$ cat config.mk
export PLATFORM = sky130hd
export DESIGN_NAME = backlight_inactivity_dimmer_flat
export DESIGN_NICKNAME = d
export VERILOG_FILES = /design/src/rtl/core/bid_pkg.sv /design/src/rtl/core/bid_if.sv /design/src/rtl/core/bid_cfg_regs.sv /design/src/rtl/core/backlight_inactivity_dimmer.sv /design/src/flat_wrapper.sv
export VERILOG_INCLUDE_DIRS = /design/src /design/src/rtl/core
export SDC_FILE = /design/constraint.sdc
export NUM_CORES = 1
export LEC_CHECK = 0
export BUFFER_PORTS_ARGS = -buffer_cell sky130_fd_sc_hd__buf_2
export CAP_MARGIN = 20
export CORE_MARGIN = 2
export CORE_UTILIZATION = 40
export CTS_CLUSTER_DIAMETER = 50
export DETAILED_ROUTE_END_ITERATION = 6
export PLACE_DENSITY = 0.63
export SLEW_MARGIN = 20
export SYNTH_ARGS = -nofsm -noshare
export SYNTH_HDL_FRONTEND = slang
export SYNTH_HIERARCHICAL = 1
export SYNTH_SLANG_ARGS = --single-unit
$ cat constraint.sdc
create_clock -name i_clk -period 19.8 [get_ports i_clk]
set_clock_uncertainty 0.15 [all_clocks]
set_input_delay 3.96 -clock i_clk [delete_from_list [all_inputs] [get_ports i_clk]]
set_output_delay 3.96 -clock i_clk [all_outputs]
set_load 0.1 [all_outputs]
$ cat src/rtl/core/assert_macros.svh
// Assertion macros used by the top-level RTL file of the backlight dimmer.
// Each use expects i_clk and i_rst_n in scope. Synchronous active-low reset.
`ifndef ASSERT_MACROS_SVH
`define ASSERT_MACROS_SVH

// Same-cycle implication, checked out of reset.
`define BID_ASSERT_NOW(label, ante, cons, msg) \
    label: assert property (@(posedge i_clk) disable iff (!i_rst_n) (ante) |-> (cons)) \
        else $error(msg);

// Next-cycle implication, checked out of reset.
`define BID_ASSERT_NEXT(label, ante, cons, msg) \
    label: assert property (@(posedge i_clk) disable iff (!i_rst_n) (ante) |=> (cons)) \
        else $error(msg);

`endif

$ cat src/rtl/core/bid_pkg.sv
// Package for the backlight inactivity dimmer: types, codes, constants
// and the clamp helpers for the configuration registers. No dependencies.
`timescale 1ns / 1ps

package bid_pkg;

    localparam int CFG_IDX_W  = 3;
    localparam int CFG_DATA_W = 32;
    localparam int PCT_W      = 7;
    localparam int HOUR_W     = 5;
    localparam int MS_W       = 32;
    localparam int ADV_W      = 16;

    localparam logic [PCT_W-1:0]  PCT_MAX  = 7'd100;
    localparam logic [HOUR_W-1:0] HOUR_MAX = 5'd23;

    // Register indexes of the configuration port
    localparam logic [CFG_IDX_W-1:0] REG_ACTIVE_LEVEL = 3'd0;
    localparam logic [CFG_IDX_W-1:0] REG_DIM_LEVEL    = 3'd1;
    localparam logic [CFG_IDX_W-1:0] REG_DIM_AFTER    = 3'd2;
    localparam logic [CFG_IDX_W-1:0] REG_OFF_AFTER    = 3'd3;
    localparam logic [CFG_IDX_W-1:0] REG_NIGHT_EN     = 3'd4;
    localparam logic [CFG_IDX_W-1:0] REG_NIGHT_START  = 3'd5;
    localparam logic [CFG_IDX_W-1:0] REG_NIGHT_END    = 3'd6;

    // Reset values of the configuration registers
    localparam logic [PCT_W-1:0]  RST_ACTIVE_LEVEL = 7'd100;
    localparam logic [PCT_W-1:0]  RST_DIM_LEVEL    = 7'd30;
    localparam logic [MS_W-1:0]   RST_DIM_AFTER    = 32'd30000;
    localparam logic [MS_W-1:0]   RST_OFF_AFTER    = 32'd300000;
    localparam logic [HOUR_W-1:0] RST_NIGHT_START  = 5'd22;
    localparam logic [HOUR_W-1:0] RST_NIGHT_END    = 5'd6;

    typedef enum logic [1:0] {
        PWR_ACTIVE = 2'd0,
        PWR_DIM    = 2'd1,
        PWR_OFF    = 2'd2
    } t_power;

    typedef struct packed {
        logic [PCT_W-1:0]  active_level;
        logic [PCT_W-1:0]  dim_level;
        logic [MS_W-1:0]   dim_after_ms;
        logic [MS_W-1:0]   off_after_ms;
        logic              night_enable;
        logic [HOUR_W-1:0] night_start;
        logic [HOUR_W-1:0] night_end;
    } t_cfg;

    function automatic logic [PCT_W-1:0] clamp_pct(input logic [PCT_W-1:0] v);
        return (v > PCT_MAX) ? PCT_MAX : v;
    endfunction

    function automatic logic [HOUR_W-1:0] clamp_hour(input logic [HOUR_W-1:0] v);
        return (v > HOUR_MAX) ? HOUR_MAX : v;
    endfunction

endpackage

$ cat src/rtl/core/bid_if.sv
// Valid/ready channel interfaces for the backlight dimmer: one for the
// input word, one for the result word. Uses bid_pkg for field widths.
`timescale 1ns / 1ps

interface bid_in_if;
    logic                          valid;
    logic                          ready;
    logic                          mode;
    logic [bid_pkg::ADV_W-1:0]     advance_ms;
    logic [bid_pkg::HOUR_W-1:0]    hour_now;
    logic                          clock_synced;

    modport source (output valid, mode, advance_ms, hour_now, clock_synced, input ready);
    modport sink   (input valid, mode, advance_ms, hour_now, clock_synced, output ready);
endinterface

interface bid_out_if;
    logic                          valid;
    logic                          ready;
    logic [bid_pkg::PCT_W-1:0]     level;
    logic                          write_strobe;
    logic [1:0]                    power_state;

    modport source (output valid, level, write_strobe, power_state, input ready);
    modport sink   (input valid, level, write_strobe, power_state, output ready);
endinterface

$ cat src/rtl/core/bid_cfg_regs.sv
// Configuration register bank of the backlight dimmer: clamps written
// brightness and hour values. Depends on bid_pkg.
`timescale 1ns / 1ps

module bid_cfg_regs (
    input  logic                            i_clk,
    input  logic                            i_rst_n,
    input  logic                            i_cfg_we,
    input  logic [bid_pkg::CFG_IDX_W-1:0]   i_cfg_idx,
    input  logic [bid_pkg::CFG_DATA_W-1:0]  i_cfg_data,
    output bid_pkg::t_cfg                   o_cfg
);

    bid_pkg::t_cfg r_cfg;
    bid_pkg::t_cfg n_cfg;

    always_comb begin
        n_cfg = r_cfg;
        if (i_cfg_we) begin
            case (i_cfg_idx)
                bid_pkg::REG_ACTIVE_LEVEL: begin
                    n_cfg.active_level = bid_pkg::clamp_pct(i_cfg_data[bid_pkg::PCT_W-1:0]);
                end
                bid_pkg::REG_DIM_LEVEL: begin
                    n_cfg.dim_level = bid_pkg::clamp_pct(i_cfg_data[bid_pkg::PCT_W-1:0]);
                end
                bid_pkg::REG_DIM_AFTER: begin
                    n_cfg.dim_after_ms = i_cfg_data[bid_pkg::MS_W-1:0];
                end
                bid_pkg::REG_OFF_AFTER: begin
                    n_cfg.off_after_ms = i_cfg_data[bid_pkg::MS_W-1:0];
                end
                bid_pkg::REG_NIGHT_EN: begin
                    n_cfg.night_enable = i_cfg_data[0];
                end
                bid_pkg::REG_NIGHT_START: begin
                    n_cfg.night_start = bid_pkg::clamp_hour(i_cfg_data[bid_pkg::HOUR_W-1:0]);
                end
                bid_pkg::REG_NIGHT_END: begin
                    n_cfg.night_end = bid_pkg::clamp_hour(i_cfg_data[bid_pkg::HOUR_W-1:0]);
                end
                default: begin
                    // unmapped index: drop the write
                end
            endcase
        end
    end

    always_ff @(posedge i_clk) begin
        if (!i_rst_n) begin
            r_cfg.active_level <= bid_pkg::RST_ACTIVE_LEVEL;
            r_cfg.dim_level    <= bid_pkg::RST_DIM_LEVEL;
            r_cfg.dim_after_ms <= bid_pkg::RST_DIM_AFTER;
            r_cfg.off_after_ms <= bid_pkg::RST_OFF_AFTER;
            r_cfg.night_enable <= 1'b0;
            r_cfg.night_start  <= bid_pkg::RST_NIGHT_START;
            r_cfg.night_end    <= bid_pkg::RST_NIGHT_END;
        end else begin
            r_cfg <= n_cfg;
        end
    end

    assign o_cfg = r_cfg;

endmodule

$ cat src/rtl/core/backlight_inactivity_dimmer.sv
// Backlight inactivity dimmer, top level. A result word is registered and
// appears in the cycle after its input word is taken. Throughput: one word per
// cycle; the idle-time update (saturating add, then the dim/off compares) is
// combinational. Input halts only while a result word waits on a low ready.
// Reset (i_rst_n, synchronous, active low) restores register defaults, clears
// idle time and the activity flag, and marks the applied level unknown.
`timescale 1ns / 1ps
`include "assert_macros.svh"

module backlight_inactivity_dimmer (
    input  logic                            i_clk,
    input  logic                            i_rst_n,
    input  logic                            i_cfg_we,
    input  logic [bid_pkg::CFG_IDX_W-1:0]   i_cfg_idx,
    input  logic [bid_pkg::CFG_DATA_W-1:0]  i_cfg_data,
    bid_in_if.sink                          i_item,
    bid_out_if.source                       o_result
);

    bid_pkg::t_cfg               w_cfg;

    logic [bid_pkg::MS_W-1:0]    r_idle_ms;
    logic                        r_activity_seen;
    logic [bid_pkg::PCT_W-1:0]   r_applied_level;
    logic                        r_applied_valid;

    logic                        r_out_valid;
    logic [bid_pkg::PCT_W-1:0]   r_out_level;
    logic                        r_out_strobe;
    bid_pkg::t_power             r_out_power;

    logic                        w_fire;
    logic [bid_pkg::MS_W:0]      w_sum;
    logic [bid_pkg::MS_W-1:0]    w_idle_tick;
    logic                        w_night;
    logic                        w_in_window;
    logic [bid_pkg::MS_W-1:0]    n_idle_ms;
    logic [bid_pkg::PCT_W-1:0]   n_level;
    bid_pkg::t_power             n_power;
    logic                        n_strobe;

    bid_cfg_regs u_cfg (
        .i_clk      (i_clk),
        .i_rst_n    (i_rst_n),
        .i_cfg_we   (i_cfg_we),
        .i_cfg_idx  (i_cfg_idx),
        .i_cfg_data (i_cfg_data),
        .o_cfg      (w_cfg)
    );

    assign i_item.ready = !r_out_valid || o_result.ready;
    assign w_fire       = i_item.valid && i_item.ready;

    always_comb begin
        w_sum       = {1'b0, r_idle_ms} + {{(bid_pkg::MS_W + 1 - bid_pkg::ADV_W){1'b0}},
                                           i_item.advance_ms};
        // hold at all ones instead of wrapping
        w_idle_tick = w_sum[bid_pkg::MS_W] ? {bid_pkg::MS_W{1'b1}} : w_sum[bid_pkg::MS_W-1:0];

        // window may wrap past midnight when start is after end
        if (w_cfg.night_start < w_cfg.night_end) begin
            w_in_window = (i_item.hour_now >= w_cfg.night_start) &&
                          (i_item.hour_now < w_cfg.night_end);
        end else begin
            w_in_window = (i_item.hour_now >= w_cfg.night_start) ||
                          (i_item.hour_now < w_cfg.night_end);
        end
        w_night = w_cfg.night_enable && i_item.clock_synced &&
                  (w_cfg.night_start != w_cfg.night_end) && w_in_window;

        if (i_item.mode) begin
            n_idle_ms = '0;
            n_level   = w_cfg.active_level;
            n_power   = bid_pkg::PWR_ACTIVE;
        end else begin
            n_idle_ms = w_idle_tick;
            if (!r_activity_seen ||
                ((w_cfg.dim_after_ms != '0) && (w_idle_tick < w_cfg.dim_after_ms))) begin
                n_level = w_cfg.active_level;
                n_power = bid_pkg::PWR_ACTIVE;
            end else if (w_night ||
                         ((w_cfg.off_after_ms != '0) && (w_idle_tick >= w_cfg.off_after_ms))) begin
                n_level = '0;
                n_power = bid_pkg::PWR_OFF;
            end else begin
                n_level = w_cfg.dim_level;
                n_power = bid_pkg::PWR_DIM;
            end
        end

        n_strobe = !r_applied_valid || (r_applied_level != n_level);
    end

    always_ff @(posedge i_clk) begin
        if (!i_rst_n) begin
            r_idle_ms       <= '0;
            r_activity_seen <= 1'b0;
            r_applied_level <= '0;
            r_applied_valid <= 1'b0;
            r_out_valid     <= 1'b0;
        end else begin
            if (w_fire) begin
                r_idle_ms       <= n_idle_ms;
                r_activity_seen <= r_activity_seen || i_item.mode;
                r_applied_level <= n_level;
                r_applied_valid <= 1'b1;
                r_out_valid     <= 1'b1;
            end else if (o_result.ready) begin
                r_out_valid     <= 1'b0;
            end
        end
    end

    // result payload: load with each accepted word
    always_ff @(posedge i_clk) begin
        if (w_fire) begin
            r_out_level  <= n_level;
            r_out_strobe <= n_strobe;
            r_out_power  <= n_power;
        end
    end

    assign o_result.valid        = r_out_valid;
    assign o_result.level        = r_out_level;
    assign o_result.write_strobe = r_out_strobe;
    assign o_result.power_state  = r_out_power;

    `BID_ASSERT_NEXT(a_activity_clears_idle, w_fire && i_item.mode, r_idle_ms == '0, "idle time not cleared by activity")
    `BID_ASSERT_NEXT(a_fire_loads_result, w_fire, r_out_valid, "accepted word produced no result")
    `BID_ASSERT_NEXT(a_first_result_strobes, w_fire && !r_applied_valid, r_out_strobe, "first result after reset lacks write strobe")
    `BID_ASSERT_NOW(a_off_means_dark, r_out_valid && (r_out_power == bid_pkg::PWR_OFF), r_out_level == '0, "off state with nonzero level")

endmodule
$ cat src/flat_wrapper.sv
// flat-port wrapper written by rule: the top's interface ports become plain ports
module backlight_inactivity_dimmer_flat 
  (i_clk, i_rst_n, i_cfg_we, i_cfg_idx, i_cfg_data, i_item_valid, i_item_mode, i_item_advance_ms, i_item_hour_now, i_item_clock_synced, i_item_ready, o_result_valid, o_result_level, o_result_write_strobe, o_result_power_state, o_result_ready);
  bid_in_if i_item_i ();
  bid_out_if o_result_i ();
  input  logic i_clk;
  input  logic i_rst_n;
  input  logic i_cfg_we;
  input  logic [bid_pkg::CFG_IDX_W-1:0] i_cfg_idx;
  input  logic [bid_pkg::CFG_DATA_W-1:0] i_cfg_data;
  input wire logic [$bits(i_item_i.valid)-1:0] i_item_valid;
  input wire logic [$bits(i_item_i.mode)-1:0] i_item_mode;
  input wire logic [$bits(i_item_i.advance_ms)-1:0] i_item_advance_ms;
  input wire logic [$bits(i_item_i.hour_now)-1:0] i_item_hour_now;
  input wire logic [$bits(i_item_i.clock_synced)-1:0] i_item_clock_synced;
  output wire logic [$bits(i_item_i.ready)-1:0] i_item_ready;
  output wire logic [$bits(o_result_i.valid)-1:0] o_result_valid;
  output wire logic [$bits(o_result_i.level)-1:0] o_result_level;
  output wire logic [$bits(o_result_i.write_strobe)-1:0] o_result_write_strobe;
  output wire logic [$bits(o_result_i.power_state)-1:0] o_result_power_state;
  input wire logic [$bits(o_result_i.ready)-1:0] o_result_ready;
  assign i_item_i.valid = i_item_valid;
  assign i_item_i.mode = i_item_mode;
  assign i_item_i.advance_ms = i_item_advance_ms;
  assign i_item_i.hour_now = i_item_hour_now;
  assign i_item_i.clock_synced = i_item_clock_synced;
  assign i_item_ready = i_item_i.ready;
  assign o_result_valid = o_result_i.valid;
  assign o_result_level = o_result_i.level;
  assign o_result_write_strobe = o_result_i.write_strobe;
  assign o_result_power_state = o_result_i.power_state;
  assign o_result_i.ready = o_result_ready;
  backlight_inactivity_dimmer u_core (.i_clk(i_clk), .i_rst_n(i_rst_n), .i_cfg_we(i_cfg_we), .i_cfg_idx(i_cfg_idx), .i_cfg_data(i_cfg_data), .i_item(i_item_i), .o_result(o_result_i));
endmodule
### Word-level counts from Yosys, hierarchy flattened

Index checks and enable logic that the tools add are counted.

| cells by class | value |
|---|---|
| add/sub/neg operators | 1 |
| magnitude comparators | 7 |
| multiplexer cells | 11 |
| reductions and logical operators | 28 |
| equality and inequality tests | 8 |

Operators with widths:

| kind | count |
|---|---|
| $mux W32 | 2 |
| $reduce_bool A32 Y1 | 2 |
| $add A32 B16 Y33 | 1 |
| $ge A32 B32 Y1 | 1 |
| $lt A32 B32 Y1 | 1 |
| $mux W7 | 4 |
| $reduce_and A2 Y1 | 7 |
| $lt A5 B5 Y1 | 2 |
| $eq A3 B3 Y1 const B | 3 |
| $gt A7 B7 Y1 const B | 1 |
| $logic_and A1 B1 Y1 | 7 |
| $ne A7 B7 Y1 | 1 |
| $eq A3 B2 Y1 const B | 2 |
| $logic_or A1 B1 Y1 | 6 |
| $ge A5 B5 Y1 | 1 |
| $gt A5 B5 Y1 const B | 1 |
| $mux W5 | 1 |
| $ne A5 B5 Y1 | 1 |
| $eq A3 B1 Y1 const B | 1 |
| $logic_not A1 Y1 | 3 |
| $logic_not A3 Y1 | 1 |
| $mux W1 | 3 |
| $mux W2 | 1 |
| $reduce_bool A2 Y1 | 1 |
| $reduce_or A2 Y1 | 1 |

| storage, ports and cells | value |
|---|---|
| output and inout bits | 12 |
| input bits | 63 |
| word-level logic and storage cells | 70 |
| flip-flop bits (word level) | 141 |

### Depth between registers and ports, before layout

| logic depth | value |
|---|---|
| depth after elaboration | 10 |
| gate-level depth with buffers | 22 |
| gate-level depth less buffers | 20 |

### Cells and area by module

Netlist, hierarchy kept.

Modules (own cells, without submodules):

| module | instances | sequential area each (µm²) | cells an instance | area each (µm²) |
|---|---|---|---|---|
| backlight_inactivity_dimmer | 1 | 1141.1 | 712 | 5591.6 |
| bid_cfg_regs | 1 | 1781.7 | 398 | 3389.5 |

### Least setup slack after synthesis

No wires, ideal clock.

| path | value |
|---|---|
| kind | input to register |
| from | input port i_item_advance_ms[0] |
| to | register u_core.r_out_strobe, in the netlist u_core/o_result.write_strobe, data pin |
| arrival | 8.595 ns |
| data required time | 19.378 ns |
| path slack | 10.783 ns |
| library setup time | 0.272 ns |
| stages | 22 |
| cells stage by stage | ha_1 -> fa_1 -> a211oi_2 -> o211ai_2 -> a21oi_4 -> o2111ai_4 -> nand2_1 -> or3_1 -> clkbuf_1 -> buf_1 -> nand2_1 -> ha_1 -> a211oi_1 -> o21bai_1 -> a211oi_1 -> o21ai_0 -> a21oi_1 -> nand3_2 -> buf_4 -> mux2_2 -> o221ai_1 -> or4b_1 |

| between the ends | value |
|---|---|
| cells in the longest elaborated chain, start to end | 10 |
| elaborated cells on any way between the ends | 13 |
| classes of those cells | 1 x add/sub; 2 x order compare; 1 x eq/ne; 4 x mux; 5 x reduce/logical |

Ends and longest elaborated chain:

| element | line | RTL |
|---|---|---|
| start: declaration | flat_wrapper.sv:13 | `input wire logic [$bits(i_item_i.advance_ms)-1:0] i_item_advance_ms;` |
| $add A32 B16 Y33 * | backlight_inactivity_dimmer.sv:55 | `w_sum = {1'b0, r_idle_ms} + {{(bid_pkg::MS_W + 1 - bid_pkg::ADV_W){1'b0}},` |
| $mux W32 * | backlight_inactivity_dimmer.sv:58 | `w_idle_tick = w_sum[bid_pkg::MS_W] ? {bid_pkg::MS_W{1'b1}} : w_sum[bid_pkg::MS_W-1:0];` |
| $ge A32 B32 Y1 | backlight_inactivity_dimmer.sv:82 | `((w_cfg.off_after_ms != '0) && (w_idle_tick >= w_cfg.off_after_ms))) begin` |
| $logic_and A1 B1 Y1 | backlight_inactivity_dimmer.sv:82 |  |
| $logic_or A1 B1 Y1 | backlight_inactivity_dimmer.sv:81 | `end else if (w_night \|\|` |
| $mux W7 | backlight_inactivity_dimmer.sv:81 |  |
| $mux W7 * | backlight_inactivity_dimmer.sv:77 | `if (!r_activity_seen \|\|` |
| $mux W7 * | backlight_inactivity_dimmer.sv:71 | `if (i_item.mode) begin` |
| $ne A7 B7 Y1 * | backlight_inactivity_dimmer.sv:91 | `n_strobe = !r_applied_valid \|\| (r_applied_level != n_level);` |
| $logic_or A1 B1 Y1 * | backlight_inactivity_dimmer.sv:91 |  |
| net u_core.n_strobe | backlight_inactivity_dimmer.sv:40 | `logic n_strobe;` |
| end signal: assignment | backlight_inactivity_dimmer.sv:118 | `r_out_strobe <= n_strobe;` |
| end: declaration | backlight_inactivity_dimmer.sv:29 | `logic r_out_strobe;` |

The timed path passes the listed nets; every way through them passes the cells marked *.
A chain may end at the register's enable or synchronous reset.

### Worst setup path in the final report

| path | value |
|---|---|
| from | input port i_item_advance_ms[0] |
| to | register u_core.r_out_strobe, in the netlist u_core/o_result.write_strobe, data pin |

| between the ends | value |
|---|---|
| cells in the longest elaborated chain, start to end | 10 |
| elaborated cells on any way between the ends | 13 |
| classes of those cells | 1 x add/sub; 2 x order compare; 1 x eq/ne; 4 x mux; 5 x reduce/logical |

Ends and longest elaborated chain:

| element | line | RTL |
|---|---|---|
| $add A32 B16 Y33 * | backlight_inactivity_dimmer.sv:55 |  |
| $mux W32 * | backlight_inactivity_dimmer.sv:58 |  |
| $ge A32 B32 Y1 | backlight_inactivity_dimmer.sv:82 |  |
| $logic_and A1 B1 Y1 | backlight_inactivity_dimmer.sv:82 |  |
| $logic_or A1 B1 Y1 | backlight_inactivity_dimmer.sv:81 |  |
| $mux W7 | backlight_inactivity_dimmer.sv:81 |  |
| $mux W7 * | backlight_inactivity_dimmer.sv:77 |  |
| $mux W7 * | backlight_inactivity_dimmer.sv:71 |  |
| net u_core.n_level, one bit | backlight_inactivity_dimmer.sv:38 | `logic [bid_pkg::PCT_W-1:0] n_level;` |
| $ne A7 B7 Y1 * | backlight_inactivity_dimmer.sv:91 |  |
| $logic_or A1 B1 Y1 * | backlight_inactivity_dimmer.sv:91 |  |
| net u_core.n_strobe | backlight_inactivity_dimmer.sv:40 |  |

Marks and branches as above.

==> flow_summary.yaml <==
outcome:
  outcome: "finished, final reports clean"
clock_tree:
  cts_tree: "yes"
  ctsHoldBuffers: 0
  cts_resized: 0
  cts.sinks: 141
  cts.reportedPaths.clkPinSlew_ns: 0.06
  clock_path_buffers: 2
  root_buffer: "clkbuf_16"
  clkLatencyLatePin_ns: 0.43
  cts_buffers: 17
  htreeDepth: 4
  cts_post_setup_buffers_inserted: 0
grt:
  overflow: 0
  grt_pass1_wl_um: 39900
  grt_max_degree: 97
  first_global_vias: 7457
  antenna_found_initial: 0
  grt_use_total: 0.210
floorplanning:
  fp.dieW_um: 154
  die-area_um2: 23700
  rows: 54
  num_io_pins: 75
  coreArea_um2: 22000
  initial_utilization: 0.409
  die_y_um: 154
finish:
  fillerInstances: 2172
  fin_nets: 1317
  diodes: 0
  fin_cells: 1452
  area_growth_pct: 13.1
  final_layout_size_suffix_gt1_frac: 0.127
pwr:
  p_leak_uw: 0.00440
  peakVddDrop_mv: 0.0546
  p_per_area_nw_per_um2: 74.3
synth:
  synth_area_um2: 8980
  synth_area_leader_cell: "dfxtp_1"
  yosysSeqAreaShare: 0.325
  avgSynthCellArea_um2: 8.09
  synthFlopType: "dfxtp_1"
  synth-seq-cells: 141
  synth_edf_count: 10
  yosysTopAreaCellShare: 0.292
  async_flop_share: 0
  synth_nets: 1267
  synthTopCellsByArea: "dfxtp_1 (29%), ha_1 (13%), nand2_1 (9.7%), inv_1 (3.7%), a21boi_0 (3.6%)"
  yosysUniqueCellTypes: 83
  syn-instance-count: 1110
  ys.warnings.count: 6
placement:
  post-dp-hpwl_um: 18000
  place_congestion: 0.905
  dp_cells: 1420
  portBuffers: 74
timing:
  hold_ws_ns: 0.314
  finalCritPeriodShare: 0.479
  slew_violations: 0
  slew_headroom: 0.424
  max_slew.worst_pin.slew_ns: 0.865
  min_period_ns: 9.49
  rsz0062_at_grt: "false"
  hold_violations: 0
  setup_viol: 0
  timing.setup.tns_ns: 0
  fmax_mhz: 105
route:
  routed_via_density: 5.44
  drtIter0Drc: 613
  vias: 7901
  ant_nets: 0
  routed_wl_um: 24400
  drc: 0
  drt_pass1_iterations: 5
  wire_per_inst_um: 16.8
worst_setup_path:
  cp_max_fo: 21
  crit_type: "input pin to flop"
  crit_path_end_kind: "flop"
  reg2reg_depth: 20
  worst_ep_required_time_ns: 19.82
  crit_path_start_kind: "input pin"
  worst_ep_arrival_time_ns: 9.50
run:
  maxCapViolCount: 0
min_path:
  whs_path_depth: 1
  worstHoldPathType: "flop to flop"
==> power breakdown <==
group          switching (uW)  leakage, uW  internal [uW]
sequential               7.12      0.00115            296
combinational            75.0      0.00295           44.2
clock                     124     0.000289            208
total                     206      0.00440            548
==> synth_stat cells (3+ instances only) <==
library cell,count
o21bai_1,6
xor2_1,11
nor2_1,41
mux2i_1,8
xnor2_1,13
ha_1,93
dfxtp_1,131
a311oi_1,5
inv_1,88
nand2b_1,7
and4_1,3
and3_1,11
nand4_1,20
a211oi_1,10
a21oi_1,45
o211a_1,3
o211ai_1,10
o21a_1,4
a22oi_1,16
nand3_1,41
nor3b_1,8
o21ai_0,32
a21o_1,7
buf_2,13
edfxtp_1,10
buf_1,3
o21ai_1,3
nor4_1,19
nor2b_1,25
mux2_2,11
nor3_1,12
clkbuf_1,31
a31oi_1,10
nand4b_1,4
a21boi_1,17
a21boi_0,43
nand2_1,232
a31o_2,3
==> registers in the layout, indices dropped and copies added (netlist names) <==
signal,count
u_core/r_activity_seen,1
u_core/r_applied_level,7
u_core/r_applied_valid,1
u_core/o_result.write_strobe,1
u_core/r_idle_ms,32
u_core/o_result.level,7
u_core/o_result.valid,1
u_core/u_cfg/o_cfg,89
u_core/o_result.power_state,2
==> layout make-up <==
| cell class | instances | area [um2] | area share |
|---|---|---|---|
| Clock buffer | 22 | 474 | 0.0467 |
| Inverter | 88 | 330 | 0.0325 |
| Clock inverter | 9 | 135 | 0.0133 |
| Timing Repair Buffer | 81 | 433 | 0.0426 |
| Tap cell | 280 | 350 | 0.0345 |
| Multi-Input combinational cell | 831 | 5510 | 0.543 |
| Sequential cell | 141 | 2920 | 0.288 |
==> routing by layer <==
metal  global-route usage  routed length, um  up-vias
met5                    0                  0        -
li1                     -                  -     4005
met4               0.0418                224        0
met2                0.318              10500      179
met1                0.314              12500     3704
met3               0.0380               1150       13
==> worst max-delay path: stages <==
cell and delay [ns]:
buf_2 0.10, ha_1 0.21, fa_1 0.45, a211oi_2 0.30, o211ai_2 0.15, a21oi_4 0.24
o2111ai_4 0.20, nand2_1 0.26, or3_1 0.65, nand2_1 0.11, mux2_2 0.30, ha_1 0.29
nand4_1 0.13, nor2_1 0.06, a221oi_1 0.24, o21ai_0 0.15, o21ai_1 0.61, and3_1 0.25
mux2_2 0.17, o221ai_1 0.12, or4b_1 0.50
==> cell families after synthesis <==
logic type | after synthesis | synth area share
AO/OA/AOI/OAI | 241 | 0.189
XOR/XNOR | 24 | 0.0234
adder cells (fa/ha/maj) | 94 | 0.132
buffers and inverters | 138 | 0.0612
flip-flops | 141 | 0.325
multiplexers | 19 | 0.0227
AND/OR/NAND/NOR | 453 | 0.246
==> metrics by stage <==
stage | setup WS [ns] | util | power (uW) | instance area, um2
finish | 10.31 | 0.462 | 754 | 10200
global route | 9.89 | 0.462 | 787 | 10200
CTS | 10.30 | 0.462 | 760 | 10100
detailed placement | 9.86 | 0.434 | 427 | 9530
global placement | 9.98 | 0.434 | 426 | 9530
floorplan | 10.78 | - | 392 | 8980
==> placed cells by master, fill, tap and decap left out, types with 10 or more instances in the layout <==
cell type  instances
a211oi_1          10
a21boi_0          43
a21boi_1          17
a21oi_1           45
a22oi_1           16
a31oi_1           10
and3_1            11
buf_2             73
clkbuf_16         17
dfxtp_1          131
edfxtp_1          10
ha_1              93
inv_1             88
mux2_2            11
nand2_1          232
nand3_1           41
nand4_1           20
nor2_1            41
nor2b_1           25
nor3_1            12
nor4_1            19
o211ai_1          10
o21ai_0           32
xnor2_1           13
xor2_1            11
==> final timing paths <==
check                                           start                                endpoint  slack, ns
setup / recovery                 i_item_advance_ms[0]  u_core/o_result.write_strobe$_DFFE_PP_      10.31
hold / removal    u_core/r_applied_valid$_SDFFE_PN0P_     u_core/r_applied_valid$_SDFFE_PN0P_       0.31
setup reg to reg     u_core/r_idle_ms[0]$_SDFFE_PN0P_  u_core/o_result.write_strobe$_DFFE_PP_      13.66
hold reg to reg   u_core/r_applied_valid$_SDFFE_PN0P_     u_core/r_applied_valid$_SDFFE_PN0P_       0.31
Power figures use the tool's default switching activity.
